## src/hw/rtl/u8t_pkg.sv

```systemverilog
// shared types, constants and the utf-8 encoder for the transcoder
package u8t_pkg;

	localparam int unsigned QUEUE_DEPTH = 4;

	typedef enum logic [5:0] {
		FMT_UNDEC = 6'b000001,
		FMT_PASS  = 6'b000010,
		FMT_U16LE = 6'b000100,
		FMT_U16BE = 6'b001000,
		FMT_U32LE = 6'b010000,
		FMT_U32BE = 6'b100000
	} fmt_t;

	typedef enum logic [1:0] {
		CMD_RAW  = 2'd0,
		CMD_CP   = 2'd1,
		CMD_MARK = 2'd2
	} cmd_kind_t;

	// one step: raw bytes (first byte in [7:0]), a code point or a mark
	typedef struct packed {
		cmd_kind_t   kind;
		logic [31:0] data;
		logic [2:0]  cnt;
		logic        last;
	} cmd_t;

	typedef struct packed {
		logic [31:0] bytes;
		logic [2:0]  len;
	} enc_t;

	localparam logic [31:0] LIM_1B = 32'h0000_0080;
	localparam logic [31:0] LIM_2B = 32'h0000_0800;
	localparam logic [31:0] LIM_3B = 32'h0001_0000;

	function automatic enc_t encode_cp(input logic [31:0] v);
		enc_t e;
		e = '0;
		if (v < LIM_1B) begin
			e.bytes = {24'h0, v[7:0]};
			e.len   = 3'd1;
		end else if (v < LIM_2B) begin
			e.bytes = {16'h0, 2'b10, v[5:0], 3'b110, v[10:6]};
			e.len   = 3'd2;
		end else if (v < LIM_3B) begin
			e.bytes = {8'h0, 2'b10, v[5:0], 2'b10, v[11:6], 4'hE, v[15:12]};
			e.len   = 3'd3;
		end else begin
			e.bytes = {2'b10, v[5:0], 2'b10, v[11:6], 2'b10, v[17:12],
				8'hF0 | v[25:18]};
			e.len   = 3'd4;
		end
		return e;
	endfunction

endpackage

```

## src/hw/rtl/utf16_utf32_to_utf8_transcoder_top.sv

```systemverilog
// top level of the utf-16/utf-32 to utf-8 transcoder with mark detection
//
// channel   direction  handshake            payload
// input     in         push / full          in_byte, in_last
// result    out        empty / pop          out_byte, out_valid, out_last
//
// one input byte per cycle while the command queue has room
// results leave at one byte per cycle from the serializer while pop is held; a code point gives 1 to 4 bytes
// a result passes through the command queue, the serializer work register and the output register
// a stalled result holds in the output register while the queue keeps taking input until it is full
// reset clears format, detection and queue state; the next byte starts a new stream
module utf16_utf32_to_utf8_transcoder_top #(
	parameter int unsigned QueueDepth = u8t_pkg::QUEUE_DEPTH
) (
	input  logic       clk,
	input  logic       arst_n,
	input  logic       push,
	output logic       full,
	input  logic [7:0] in_byte,
	input  logic       in_last,
	output logic       empty,
	input  logic       pop,
	output logic [7:0] out_byte,
	output logic       out_valid,
	output logic       out_last
);

	u8t_pkg::cmd_t wr_cmd, rd_cmd;
	logic          cmd_push, cmd_pop, cmd_avail;

	u8t_front u_front (
		.clk      (clk),
		.arst_n   (arst_n),
		.accept   (push && !full),
		.in_byte  (in_byte),
		.in_last  (in_last),
		.cmd_push (cmd_push),
		.cmd      (wr_cmd)
	);

	u8t_queue #(
		.Depth (QueueDepth)
	) u_queue (
		.clk      (clk),
		.arst_n   (arst_n),
		.push     (cmd_push),
		.wr_cmd   (wr_cmd),
		.pop      (cmd_pop),
		.rd_cmd   (rd_cmd),
		.full     (full),
		.nonempty (cmd_avail)
	);

	u8t_back u_back (
		.clk       (clk),
		.arst_n    (arst_n),
		.cmd       (rd_cmd),
		.cmd_avail (cmd_avail),
		.cmd_pop   (cmd_pop),
		.pop       (pop),
		.empty     (empty),
		.out_byte  (out_byte),
		.out_valid (out_valid),
		.out_last  (out_last)
	);

endmodule

```

## src/hw/rtl/u8t_front.sv

```systemverilog
// front end: mark detection, code unit assembly and surrogate pairing
module u8t_front (
	input  logic          clk,
	input  logic          arst_n,
	input  logic          accept,
	input  logic [7:0]    in_byte,
	input  logic          in_last,
	output logic          cmd_push,
	output u8t_pkg::cmd_t cmd
);

	logic [7:0]     det_q [3];
	logic [1:0]     det_cnt_q, det_cnt_nxt;
	u8t_pkg::fmt_t  fmt_q, fmt_nxt;
	logic [23:0]    unit_q, unit_nxt;
	logic [1:0]     unit_cnt_q, unit_cnt_nxt;
	logic [9:0]     lead_q, lead_nxt;
	logic           lead_vld_q, lead_vld_nxt;

	logic [7:0]     p [4];
	logic [2:0]     n;
	logic           deciding;
	logic           m32le, m32be, m16le, m16be, m8;
	logic           u16_rdy;
	logic [15:0]    u16;
	logic           cmd_vld;

	always_comb begin
		for (int i = 0; i < 3; i++) begin
			p[i] = (det_cnt_q == 2'(i)) ? in_byte : det_q[i];
		end
		p[3] = in_byte;
		n = {1'b0, det_cnt_q} + 3'd1;
		deciding = (det_cnt_q == 2'd3) || in_last;
		m32le = (n == 3'd4) && p[0] == 8'hFF && p[1] == 8'hFE && p[2] == 8'h00
			&& p[3] == 8'h00;
		m32be = (n == 3'd4) && p[0] == 8'h00 && p[1] == 8'h00 && p[2] == 8'hFE
			&& p[3] == 8'hFF;
		m16le = (n >= 3'd2) && p[0] == 8'hFF && p[1] == 8'hFE;
		m16be = (n >= 3'd2) && p[0] == 8'hFE && p[1] == 8'hFF;
		m8    = (n >= 3'd3) && p[0] == 8'hEF && p[1] == 8'hBB && p[2] == 8'hBF;
	end

	always_comb begin
		det_cnt_nxt  = det_cnt_q;
		fmt_nxt      = fmt_q;
		unit_nxt     = unit_q;
		unit_cnt_nxt = unit_cnt_q;
		lead_nxt     = lead_q;
		lead_vld_nxt = lead_vld_q;
		u16_rdy      = 1'b0;
		u16          = '0;
		cmd_vld      = 1'b0;
		cmd          = '0;
		cmd.kind     = u8t_pkg::CMD_RAW;
		cmd.last     = in_last;

		case (fmt_q)
			u8t_pkg::FMT_UNDEC: begin
				if (!deciding) begin
					det_cnt_nxt = det_cnt_q + 2'd1;
				end else begin
					det_cnt_nxt = 2'd0;
					if (m32le) begin
						fmt_nxt = u8t_pkg::FMT_U32LE;
					end else if (m32be) begin
						fmt_nxt = u8t_pkg::FMT_U32BE;
					end else if (m16le || m16be) begin
						fmt_nxt = m16le ? u8t_pkg::FMT_U16LE : u8t_pkg::FMT_U16BE;
						if (n == 3'd3) begin
							unit_nxt     = {16'h0, p[2]};
							unit_cnt_nxt = 2'd1;
						end else if (n == 3'd4) begin
							u16_rdy = 1'b1;
							u16     = m16le ? {p[3], p[2]} : {p[2], p[3]};
						end
					end else if (m8) begin
						fmt_nxt = u8t_pkg::FMT_PASS;
						if (n == 3'd4) begin
							cmd_vld  = 1'b1;
							cmd.data = {24'h0, p[3]};
							cmd.cnt  = 3'd1;
						end
					end else begin
						fmt_nxt  = u8t_pkg::FMT_PASS;
						cmd_vld  = 1'b1;
						cmd.data = {p[3], p[2], p[1], p[0]};
						cmd.cnt  = n;
					end
				end
			end
			u8t_pkg::FMT_PASS: begin
				cmd_vld  = 1'b1;
				cmd.data = {24'h0, in_byte};
				cmd.cnt  = 3'd1;
			end
			u8t_pkg::FMT_U16LE, u8t_pkg::FMT_U16BE: begin
				if (unit_cnt_q == 2'd0) begin
					unit_nxt     = {16'h0, in_byte};
					unit_cnt_nxt = 2'd1;
				end else begin
					u16_rdy      = 1'b1;
					u16          = (fmt_q == u8t_pkg::FMT_U16LE) ? {in_byte, unit_q[7:0]}
						: {unit_q[7:0], in_byte};
					unit_nxt     = '0;
					unit_cnt_nxt = 2'd0;
				end
			end
			u8t_pkg::FMT_U32LE, u8t_pkg::FMT_U32BE: begin
				if (unit_cnt_q != 2'd3) begin
					unit_cnt_nxt = unit_cnt_q + 2'd1;
					if (fmt_q == u8t_pkg::FMT_U32LE) begin
						case (unit_cnt_q)
							2'd0:    unit_nxt[7:0]   = in_byte;
							2'd1:    unit_nxt[15:8]  = in_byte;
							default: unit_nxt[23:16] = in_byte;
						endcase
					end else begin
						unit_nxt = {unit_q[15:0], in_byte};
					end
				end else begin
					cmd_vld      = 1'b1;
					cmd.kind     = u8t_pkg::CMD_CP;
					cmd.data     = (fmt_q == u8t_pkg::FMT_U32LE) ? {in_byte, unit_q}
						: {unit_q, in_byte};
					unit_nxt     = '0;
					unit_cnt_nxt = 2'd0;
				end
			end
			default: begin
				fmt_nxt = u8t_pkg::FMT_UNDEC;
			end
		endcase

		// surrogate pairing
		if (u16_rdy) begin
			lead_vld_nxt = 1'b0;
			if (lead_vld_q && u16[15:10] == 6'b110111) begin
				cmd_vld  = 1'b1;
				cmd.kind = u8t_pkg::CMD_CP;
				cmd.data = 32'h0001_0000 + {12'h0, lead_q, u16[9:0]};
				lead_nxt = '0;
			end else if (u16[15:11] != 5'b11011) begin
				cmd_vld  = 1'b1;
				cmd.kind = u8t_pkg::CMD_CP;
				cmd.data = {16'h0, u16};
				lead_nxt = '0;
			end else if (u16[10] == 1'b0) begin
				lead_nxt     = u16[9:0];
				lead_vld_nxt = 1'b1;
			end else begin
				lead_nxt = '0;
			end
		end

		if (in_last) begin
			det_cnt_nxt  = 2'd0;
			fmt_nxt      = u8t_pkg::FMT_UNDEC;
			unit_nxt     = '0;
			unit_cnt_nxt = 2'd0;
			lead_nxt     = '0;
			lead_vld_nxt = 1'b0;
			if (!cmd_vld) begin
				cmd.kind = u8t_pkg::CMD_MARK;
				cmd.data = '0;
				cmd.cnt  = 3'd1;
			end
		end
		cmd_push = accept && (cmd_vld || in_last);
	end

	always_ff @(posedge clk) begin
		if (accept && fmt_q == u8t_pkg::FMT_UNDEC) begin
			for (int i = 0; i < 3; i++) begin
				if (det_cnt_q == 2'(i)) begin
					det_q[i] <= in_byte;
				end
			end
		end
	end

	always_ff @(posedge clk or negedge arst_n) begin
		if (!arst_n) begin
			det_cnt_q  <= 2'd0;
			fmt_q      <= u8t_pkg::FMT_UNDEC;
			unit_q     <= '0;
			unit_cnt_q <= 2'd0;
			lead_q     <= '0;
			lead_vld_q <= 1'b0;
		end else if (accept) begin
			det_cnt_q  <= det_cnt_nxt;
			fmt_q      <= fmt_nxt;
			unit_q     <= unit_nxt;
			unit_cnt_q <= unit_cnt_nxt;
			lead_q     <= lead_nxt;
			lead_vld_q <= lead_vld_nxt;
		end
	end

endmodule

```

## src/hw/rtl/u8t_queue.sv

```systemverilog
// command queue between front end and byte serializer
module u8t_queue #(
	parameter int unsigned Depth = u8t_pkg::QUEUE_DEPTH
) (
	input  logic          clk,
	input  logic          arst_n,
	input  logic          push,
	input  u8t_pkg::cmd_t wr_cmd,
	input  logic          pop,
	output u8t_pkg::cmd_t rd_cmd,
	output logic          full,
	output logic          nonempty
);

	localparam int unsigned PtrW = (Depth > 1) ? $clog2(Depth) : 1;
	localparam int unsigned CntW = $clog2(Depth + 1);

	u8t_pkg::cmd_t mem_q [Depth];
	logic [PtrW-1:0] wr_ptr_q, rd_ptr_q;
	logic [CntW-1:0] cnt_q;
	logic do_push, do_pop;

	assign full     = (cnt_q == CntW'(Depth));
	assign nonempty = (cnt_q != '0);
	assign do_push  = push && !full;
	assign do_pop   = pop && nonempty;
	assign rd_cmd   = mem_q[rd_ptr_q];

	always_ff @(posedge clk) begin
		if (do_push) begin
			mem_q[wr_ptr_q] <= wr_cmd;
		end
	end

	always_ff @(posedge clk or negedge arst_n) begin
		if (!arst_n) begin
			wr_ptr_q <= '0;
			rd_ptr_q <= '0;
			cnt_q    <= '0;
		end else begin
			if (do_push) begin
				wr_ptr_q <= (wr_ptr_q == PtrW'(Depth - 1)) ? '0 : wr_ptr_q + 1'b1;
			end
			if (do_pop) begin
				rd_ptr_q <= (rd_ptr_q == PtrW'(Depth - 1)) ? '0 : rd_ptr_q + 1'b1;
			end
			if (do_push && !do_pop) begin
				cnt_q <= cnt_q + 1'b1;
			end else if (do_pop && !do_push) begin
				cnt_q <= cnt_q - 1'b1;
			end
		end
	end

endmodule

```

## src/hw/rtl/u8t_back.sv

```systemverilog
// back end: utf-8 encoder, output-registered serializer, 1 byte/cycle unless held
module u8t_back (
	input  logic          clk,
	input  logic          arst_n,
	input  u8t_pkg::cmd_t cmd,
	input  logic          cmd_avail,
	output logic          cmd_pop,
	input  logic          pop,
	output logic          empty,
	output logic [7:0]    out_byte,
	output logic          out_valid,
	output logic          out_last
);

	logic [31:0]   work_bytes_q;
	logic [2:0]    work_len_q;
	logic [1:0]    work_idx_q;
	logic          work_last_q;
	logic          work_dat_q;
	logic          work_busy_q;

	logic [7:0]    out_byte_q;
	logic          out_valid_q;
	logic          out_last_q;
	logic          out_full_q;

	logic          move, finish;
	u8t_pkg::enc_t enc;
	logic [7:0]    cur_byte;

	assign move     = work_busy_q && (!out_full_q || pop);
	assign finish   = move && ({1'b0, work_idx_q} == work_len_q - 3'd1);
	assign cmd_pop  = cmd_avail && (!work_busy_q || finish);
	assign cur_byte = work_bytes_q[{work_idx_q, 3'b000} +: 8];

	always_comb begin
		enc = '0;
		case (cmd.kind)
			u8t_pkg::CMD_CP: begin
				enc = u8t_pkg::encode_cp(cmd.data);
			end
			u8t_pkg::CMD_MARK: begin
				enc.bytes = '0;
				enc.len   = 3'd1;
			end
			default: begin
				enc.bytes = cmd.data;
				enc.len   = cmd.cnt;
			end
		endcase
	end

	always_ff @(posedge clk) begin
		if (cmd_pop) begin
			work_bytes_q <= enc.bytes;
			work_len_q   <= enc.len;
			work_last_q  <= cmd.last;
			work_dat_q   <= (cmd.kind != u8t_pkg::CMD_MARK);
		end
		if (move) begin
			out_byte_q  <= cur_byte;
			out_valid_q <= work_dat_q;
			out_last_q  <= work_last_q && finish;
		end
	end

	always_ff @(posedge clk or negedge arst_n) begin
		if (!arst_n) begin
			work_busy_q <= 1'b0;
			work_idx_q  <= 2'd0;
			out_full_q  <= 1'b0;
		end else begin
			if (cmd_pop) begin
				work_busy_q <= 1'b1;
				work_idx_q  <= 2'd0;
			end else if (finish) begin
				work_busy_q <= 1'b0;
			end else if (move) begin
				work_idx_q <= work_idx_q + 2'd1;
			end
			if (move) begin
				out_full_q <= 1'b1;
			end else if (pop) begin
				out_full_q <= 1'b0;
			end
		end
	end

	assign empty     = !out_full_q;
	assign out_byte  = out_byte_q;
	assign out_valid = out_valid_q;
	assign out_last  = out_last_q;

endmodule

```

## config.mk

```make
export PLATFORM = sky130hd
export DESIGN_NAME = utf16_utf32_to_utf8_transcoder_top
export DESIGN_NICKNAME = d
export VERILOG_FILES = /design/src/hw/rtl/u8t_pkg.sv /design/src/hw/rtl/utf16_utf32_to_utf8_transcoder_top.sv /design/src/hw/rtl/u8t_front.sv /design/src/hw/rtl/u8t_queue.sv /design/src/hw/rtl/u8t_back.sv
export SDC_FILE = /design/constraint.sdc
export NUM_CORES = 1
export LEC_CHECK = 0
export ABC_AREA = 1
export BUFFER_PORTS_ARGS = -buffer_cell sky130_fd_sc_hd__buf_2
export CAP_MARGIN = 15
export CORE_ASPECT_RATIO = 0.6
export CORE_MARGIN = 4
export CORE_UTILIZATION = 35
export CTS_CLUSTER_DIAMETER = 40
export DETAILED_ROUTE_END_ITERATION = 10
export HOLD_SLACK_MARGIN = 0.15
export PLACE_DENSITY = 0.56
export RECOVER_POWER = 100
export SKIP_LAST_GASP = 1
export SLEW_MARGIN = 20
export SYNTH_ARGS = -nofsm -noshare
export SYNTH_HDL_FRONTEND = slang
export SYNTH_SLANG_ARGS = --single-unit
```

## constraint.sdc

```tcl
create_clock -name clk -period 5 [get_ports clk]
set_clock_uncertainty 0.05 [all_clocks]
set_input_delay 1 -clock clk [delete_from_list [all_inputs] [get_ports clk]]
set_output_delay 1 -clock clk [all_outputs]
set_load 0.05 [all_outputs]
```

==> impl_metrics.yaml, run 1 <==
sta:
  rsz0062_at_grt: "no"
  drv_slew: 114
  fin_crit_ns: 4.74
  max-slew-margin-rel_pct: -24.4
  clock.fmax_mhz: 211
  holdWs_ns: 0.367
  final_min_period_over_clock_period_pct: 94.8
  setup_violations: 0
  tightestPinTransition_ns: 1.87
  hold_viol_final: 0
  timing.setup.tns_ns: 0
global_route:
  gr-max-usage-layer: "met1"
  grt_use_met1_pct: 35.2
  grt_max_degree: 79
  grt.overflow.total: 0
  grt_pass1_vias: 11407
  grt_pass1_wl_um: 74100
  grt_util_met3_pct: 8.82
  use_met2_pct: 25.1
  grt_use_total_pct: 21.4
  antenna_found_initial: 1
synth:
  syn_nets: 1598
  synth_edf_count: 223
  syn_avg_cell_area_um2: 9.39
  ys_types: 58
  ys_seq_area_share_pct: 55.1
  yosys_warnings: 0
  synth_seq_cells: 279
  synth_top_flop_cell: "edfxtp_1"
  synthArstFlopShare_pct: 20.1
  synthesis.area_um2: 14700
  synthCells: 1566
floorplanning:
  die_x_um: 273
  die_h_um: 167
  std_cell_rows: 57
  core_um2: 40900
  io_pins: 25
  start_util_pct: 35.9
  dieArea_um2: 45500
clock_network:
  cts_setup_buffers: 0
  clock-sinks: 279
  cts.reportedPaths.clkPinSlew_ns: 0.06
  holdBufCountCts: 0
  cts_tree: "yes"
  cts_max_level: 2
  clock_latency_ns: 0.54
  clockBufferDepth: 3
  cts_buffers: 37
  ctsResizeCount: 0
  clockRootBuffer: "clkbuf_16"
route:
  antenna_left: 0
  dr.first_iter.drc_count: 1702
  first_pass_iters: 9
  wl_per_cell_um: 22.0
  via_count: 12149
  viasPerCell: 5.46
  wl_um: 49000
  drc: 0
finish:
  syn2layout_area_growth_pct: 14.6
  drive_gt1_share_pct: 11.3
  layout.nets: 1668
  stdcell_count: 2225
  final_util_pct: 41.2
placed_design:
  portBuffers: 24
  post-dp-hpwl_um: 36400
  gp_congestion: 0.980
  placedCellCount: 2157
critical_path:
  required_ns: 5.11
  worstReg2RegStart: "u_front.det_cnt_q[1]$_DFFE_PN0P_"
  reg2reg_depth: 24
  critical_path.endpoint: "u_queue.mem_q[2][11]$_DFFE_PP_"
  timing.reg2reg.setup_slack_ns: 0.26
  worstSetupStartpointType: "flop"
  setup.worst_path.start: "u_front.det_cnt_q[1]$_DFFE_PN0P_"
  arrival_ns: 4.85
  reg2reg_to: "u_queue.mem_q[2][11]$_DFFE_PP_"
  endpoint_kind: "flop"
  crit_type: "flop to flop"
  crit_fanout: 38
pwr:
  p_leak_nw: 6.51
  power_density_nw_per_um2: 628
  ir_drop_mv: 0.574
worst_hold_path:
  hold_class: "flop to flop"
run_status:
  failed_checks: "max-capacitance violations, max-slew violations"
  status: "finished with violations"
job:
  drv_cap: 3
==> cells in the mapped netlist (13+ instances only) <==
library cell,instances,area share (%)
ha_1,18,1.5
a211oi_1,13,0.66
a31oi_1,14,0.60
o21ai_0,117,4.0
o22ai_1,43,1.8
clkbuf_1,42,1.1
nand2_1,365,9.3
nor2_1,144,3.7
a21oi_1,70,2.4
nand3_1,51,1.7
nand4_1,18,0.77
edfxtp_1,223,46
a32o_1,27,1.8
inv_1,144,3.7
o21ai_1,19,0.65
buf_2,16,0.54
dfrtp_1,55,9.4
inv_2,14,0.36
==> final cells by class <==
class	instances	area [um2]
Fill cell	4098	24100
Sequential cell	279	8100
Multi-Input combinational cell	1049	5550
Clock buffer	51	1060
Tap cell	560	701
Timing Repair Buffer	108	628
Inverter	161	607
Clock inverter	16	209
Antenna cell	1	2.50
==> state kept, by name, indices dropped and copies added, names as in the netlist, 2 cells and up <==
name,cells
u_queue.mem_q,152
u_back.work_len_q,3
u_queue.wr_ptr_q,2
u_front.fmt_q,6
u_front.unit_q,24
u_back.work_idx_q,2
u_front.det_cnt_q,2
u_back.work_bytes_q,32
u_front.unit_cnt_q,2
u_front.det_q,24
u_back.out_byte,8
u_front.lead_q,10
u_queue.cnt_q,3
u_queue.rd_ptr_q,2
==> layout by cell type (no fill, tap or decap), drive strengths merged, types with 13 or more instances in the layout <==
cell type,Yosys,final
ha,18,18
a31oi,14,14
o22ai,49,49
edfxtp,223,223
clkbuf,42,104
nor2,160,160
dfrtp,55,55
a32o,27,27
nand2,388,388
nand3,59,59
o211ai,14,14
nor3,13,13
nand4,18,18
a211oi,13,13
inv,159,166
a21oi,71,71
buf,35,55
o21ai,142,142
==> power breakdown <==
group	internal [mW]	total, mW	switching, mW
logic	1.14	4.24	3.10
registers	3.37	3.61	0.241
clock network	1.67	2.74	1.06
==> cells by family (layout without fill, tap and decap cells) <==
group / count (synthesis) / in the layout / synth area share [%]
XOR/XNOR: 6 / 6 / 0.357
adder cells (fa/ha/maj): 19 / 19 / 1.67
AND/OR/NAND/NOR: 646 / 646 / 19.4
buffers and inverters: 238 / 336 / 6.84
AO/OA/AOI/OAI: 377 / 377 / 16.5
other: 0 / 1 / 0
flip-flops: 279 / 279 / 55.1
multiplexers: 1 / 1 / 0.0766
==> per-layer routing <==
metal,share of wire [%],vias to the layer above
met5,0.24,-
met4,1.7,2
met3,14,70
met2,35,663
met1,49,5775
li1,-,5639
==> critical path, cell delays in order, from the launching register on <==
cell	delay, ns
dfrtp_1	0.42
inv_1	0.11
ha_1	0.41
buf_4	0.26
nand2_1	0.07
nand2_1	0.24
inv_1	0.09
nor2_1	0.22
nand2_1	0.10
nor2_1	0.16
nand2_2	0.12
nand2_4	0.11
nand2_4	0.08
nor2_8	0.21
nand2_2	0.12
o21ai_4	0.16
inv_1	0.07
o21ai_2	0.13
buf_4	0.18
nand2_4	0.06
nand3_4	0.08
nand2_4	0.05
buf_4	0.18
nor2_4	0.07
clkbuf_4	0.53
==> worst min path at each step <==
stage,slack (ns),depth (start not counted),end,startpoint
global placement,0.36,0,u_back.out_valid$_DFFE_PP_,u_back.work_dat_q$_DFFE_PP_
CTS,0.37,0,u_back.out_valid$_DFFE_PP_,u_back.work_dat_q$_DFFE_PP_
detailed placement,0.36,0,u_back.out_valid$_DFFE_PP_,u_back.work_dat_q$_DFFE_PP_
global route,0.38,0,u_back.out_valid$_DFFE_PP_,u_back.work_dat_q$_DFFE_PP_
floorplan,0.35,0,u_back.out_valid$_DFFE_PP_,u_back.work_dat_q$_DFFE_PP_
finish,0.37,0,u_back.out_valid$_DFFE_PP_,u_back.work_dat_q$_DFFE_PP_
==> through the flow <==
stage / power (mW) / instance area, um2 / setup WS, ns
global placement: 7.86 / 15800 / 0.223
detailed placement: 7.89 / 15800 / 0.200
floorplan: 6.38 / 14700 / 0.0771
global route: 11.2 / 16900 / 0.00693
CTS: 10.7 / 17100 / 0.388
finish: 10.6 / 16900 / 0.261
No activity file was read; power rests on OpenSTA's default activity.
==> inputs of run 2 (changes only) <==
- CORE_MARGIN: 4 -> 2
==> run 2 against run 1 <==
Against the previous run: the run still ends with max-capacitance violations, max-slew violations left; cell area is 0.48% higher; clock-buffer cell count is 6 lower; first-iteration DRC count is 14% lower; via count is 1.5% higher; critical path type unchanged; critical endpoint is now u_front.lead_vld_q$_DFFE_PN0P_.
==> impl_metrics.yaml, run 2 (synthesis gave the netlist of run 1 again) <==
run_status:
  status: "finished with violations"
  failed_checks: "max-capacitance violations, max-slew violations"
critical_path:
  endpoint_kind: "flop"
  arrival_ns: 5.20
  crit_type: "flop to flop"
  crit_fanout: 16
  timing.reg2reg.setup_slack_ns: 0.12
  worstReg2RegStart: "u_front.det_cnt_q[0]$_DFFE_PN0P_"
  reg2reg_to: "u_front.lead_vld_q$_DFFE_PN0P_"
  worstSetupStartpointType: "flop"
  reg2reg_depth: 17
  setup.worst_path.start: "u_front.det_cnt_q[0]$_DFFE_PN0P_"
  required_ns: 5.33
floorplanning:
  core_um2: 41700
  io_pins: 25
  die_x_um: 269
  die_h_um: 163
  start_util_pct: 35.3
  dieArea_um2: 43700
  std_cell_rows: 58
global_route:
  antenna_found_initial: 0
  grt_pass1_vias: 11415
  grt.overflow.total: 0
  grt_max_degree: 79
  grt_use_total_pct: 22.7
  grt_pass1_wl_um: 73400
pwr:
  p_seq_share_pct: 33.9
  p_sw_share_pct: 42.2
  p_total_mw: 10.6
  p_leak_nw: 6.51
  ir_drop_mv: 0.435
  power_density_nw_per_um2: 627
  power.share.clock_pct: 25.6
  switchingPower_mw: 4.48
  p_int_mw: 6.14
  p_comb_share_pct: 40.5
route:
  dr.first_iter.drc_count: 1460
  via_count: 12333
  antenna_left: 0
  wl_um: 49000
  viasPerCell: 5.51
  drc: 0
  first_pass_iters: 6
  wl_per_cell_um: 21.9
finish:
  syn2layout_area_growth_pct: 15.2
  stdcell_count: 2239
  largest_reg_flops: 152
  regMostFlops: "u_queue.mem_q"
  reg_top3: "u_queue.mem_q x152, u_back.work_bytes_q x32"
  final_common_cell: "nand2_1"
  layout.nets: 1673
  n_antenna_cell: 0
  mostFrequentLayoutCells: "365 x nand2_1, 223 x edfxtp_1, 145 x inv_1"
  drive_gt1_share_pct: 12.2
sta:
  max-slew-margin-rel_pct: -134
  clock.fmax_mhz: 205
  tightestPinTransition_ns: 3.51
  rsz0062_at_grt: "no"
  final_min_period_over_clock_period_pct: 97.5
  drv_slew: 113
  hold_viol_final: 0
  fin_crit_ns: 4.88
  timing.setup.tns_ns: 0
  setup_violations: 0
clock_network:
  clock-sinks: 279
  cts_max_level: 2
  clockBufferDepth: 3
  clock_latency_ns: 0.55
  cts_setup_buffers: 0
  cts_tree: "yes"
  holdBufCountCts: 0
  cts.reportedPaths.clkPinSlew_ns: 0.06
  cts_buffers: 38
  clockRootBuffer: "clkbuf_16"
  ctsResizeCount: 0
placed_design:
  placedCellCount: 2171
  portBuffers: 24
  post-dp-hpwl_um: 36400
  gp_congestion: 0.970
worst_hold_path:
  min_path_cells: 0
  hold_end: "u_back.out_valid$_DFFE_PP_"
  hold_start: "u_back.work_dat_q$_DFFE_PP_"
  hold_class: "flop to flop"
job:
  drv_cap: 2
-- run 2: cell types whose count changed in the layout (fill, tap and decap cells not counted), moves of 2 or more --
| cell | before | now |
|---|---|---|
| inv_6 | 5 | 11 |
| o22ai_1 | 49 | 43 |
| o22ai_2 | 0 | 6 |
| clkbuf_1 | 57 | 54 |
| clkinvlp_4 | 0 | 3 |
| buf_12 | 1 | 3 |
| clkinv_4 | 3 | 1 |
| nand2_1 | 367 | 365 |
-- run 2: worst max path at each step --
| stage | depth (start not counted) | endpoint | slack, ns |
|---|---|---|---|
| global placement | 27 | u_queue.cnt_q[2]$_DFFE_PN0P_ | 0.38 |
| global route | 25 | u_queue.mem_q[3][18]$_DFFE_PP_ | 0.06 |
| finish | 17 | u_front.lead_vld_q$_DFFE_PN0P_ | 0.12 |
| CTS | 27 | u_queue.cnt_q[1]$_DFFE_PN0P_ | 0.37 |
| detailed placement | 25 | u_queue.cnt_q[1]$_DFFE_PN0P_ | 0.36 |
| floorplan | 19 | u_queue.mem_q[3][0]$_DFFE_PP_ | 0.08 |
-- run 2: final cells by class --
type | count | area, um2
multi-input cells | 1049 | 5570
clock buffers | 45 | 1010
inverters | 161 | 607
repair buffers | 112 | 683
clock inverters | 23 | 250
well taps | 570 | 713
flip-flops and latches | 279 | 8100
fillers | 4163 | 24700
-- run 2: routing by layer --
metal | routed length, um | GRT usage (%) | vias to the layer above
li1 | - | - | 5642
met1 | 24100 | 36.2 | 5947
met2 | 17300 | 27.4 | 691
met3 | 7070 | 9.75 | 53
met4 | 639 | 3.89 | 0
met5 | 0 | 0 | -
-- run 2: worst max-delay path, cell delays in order, from the launching register on --
cell and delay (ns):
dfrtp_1 0.40, inv_1 0.11, ha_2 0.28, buf_4 0.23, o21ai_0 0.72, nand2_1 0.13, nor2_1 0.18, nand2_1 0.07
nor2_1 0.10, nand2_1 0.10, nand3_1 0.23, o21ai_1 0.18, buf_4 0.22, o21ai_0 0.95, inv_2 0.08, nand3_1 0.14
clkbuf_1 0.38, o21ai_0 0.16
-- run 2: power by group through the flow --
stage                     clock network, mW  logic, mW  registers, mW
after detailed placement                  0       4.27           3.64
after floorplan                           0       2.68           3.70
final                                  2.72       4.30           3.60
after global routing                   2.88       4.69           3.66
after global placement                    0       4.27           3.63
after CTS                              2.77       4.29           3.60
-- run 2: per-stage QoR --
step	utilization, %	worst slack [ns]	cell area (um2)	hold slack (ns)
global placement	38.1	0.384	15900	0.364
finish	40.7	0.125	16900	0.373
global route	40.7	0.0553	16900	0.393
floorplan	-	0.0771	14700	0.350
CTS	41.1	0.371	17100	0.375
detailed placement	38.1	0.358	15900	0.359
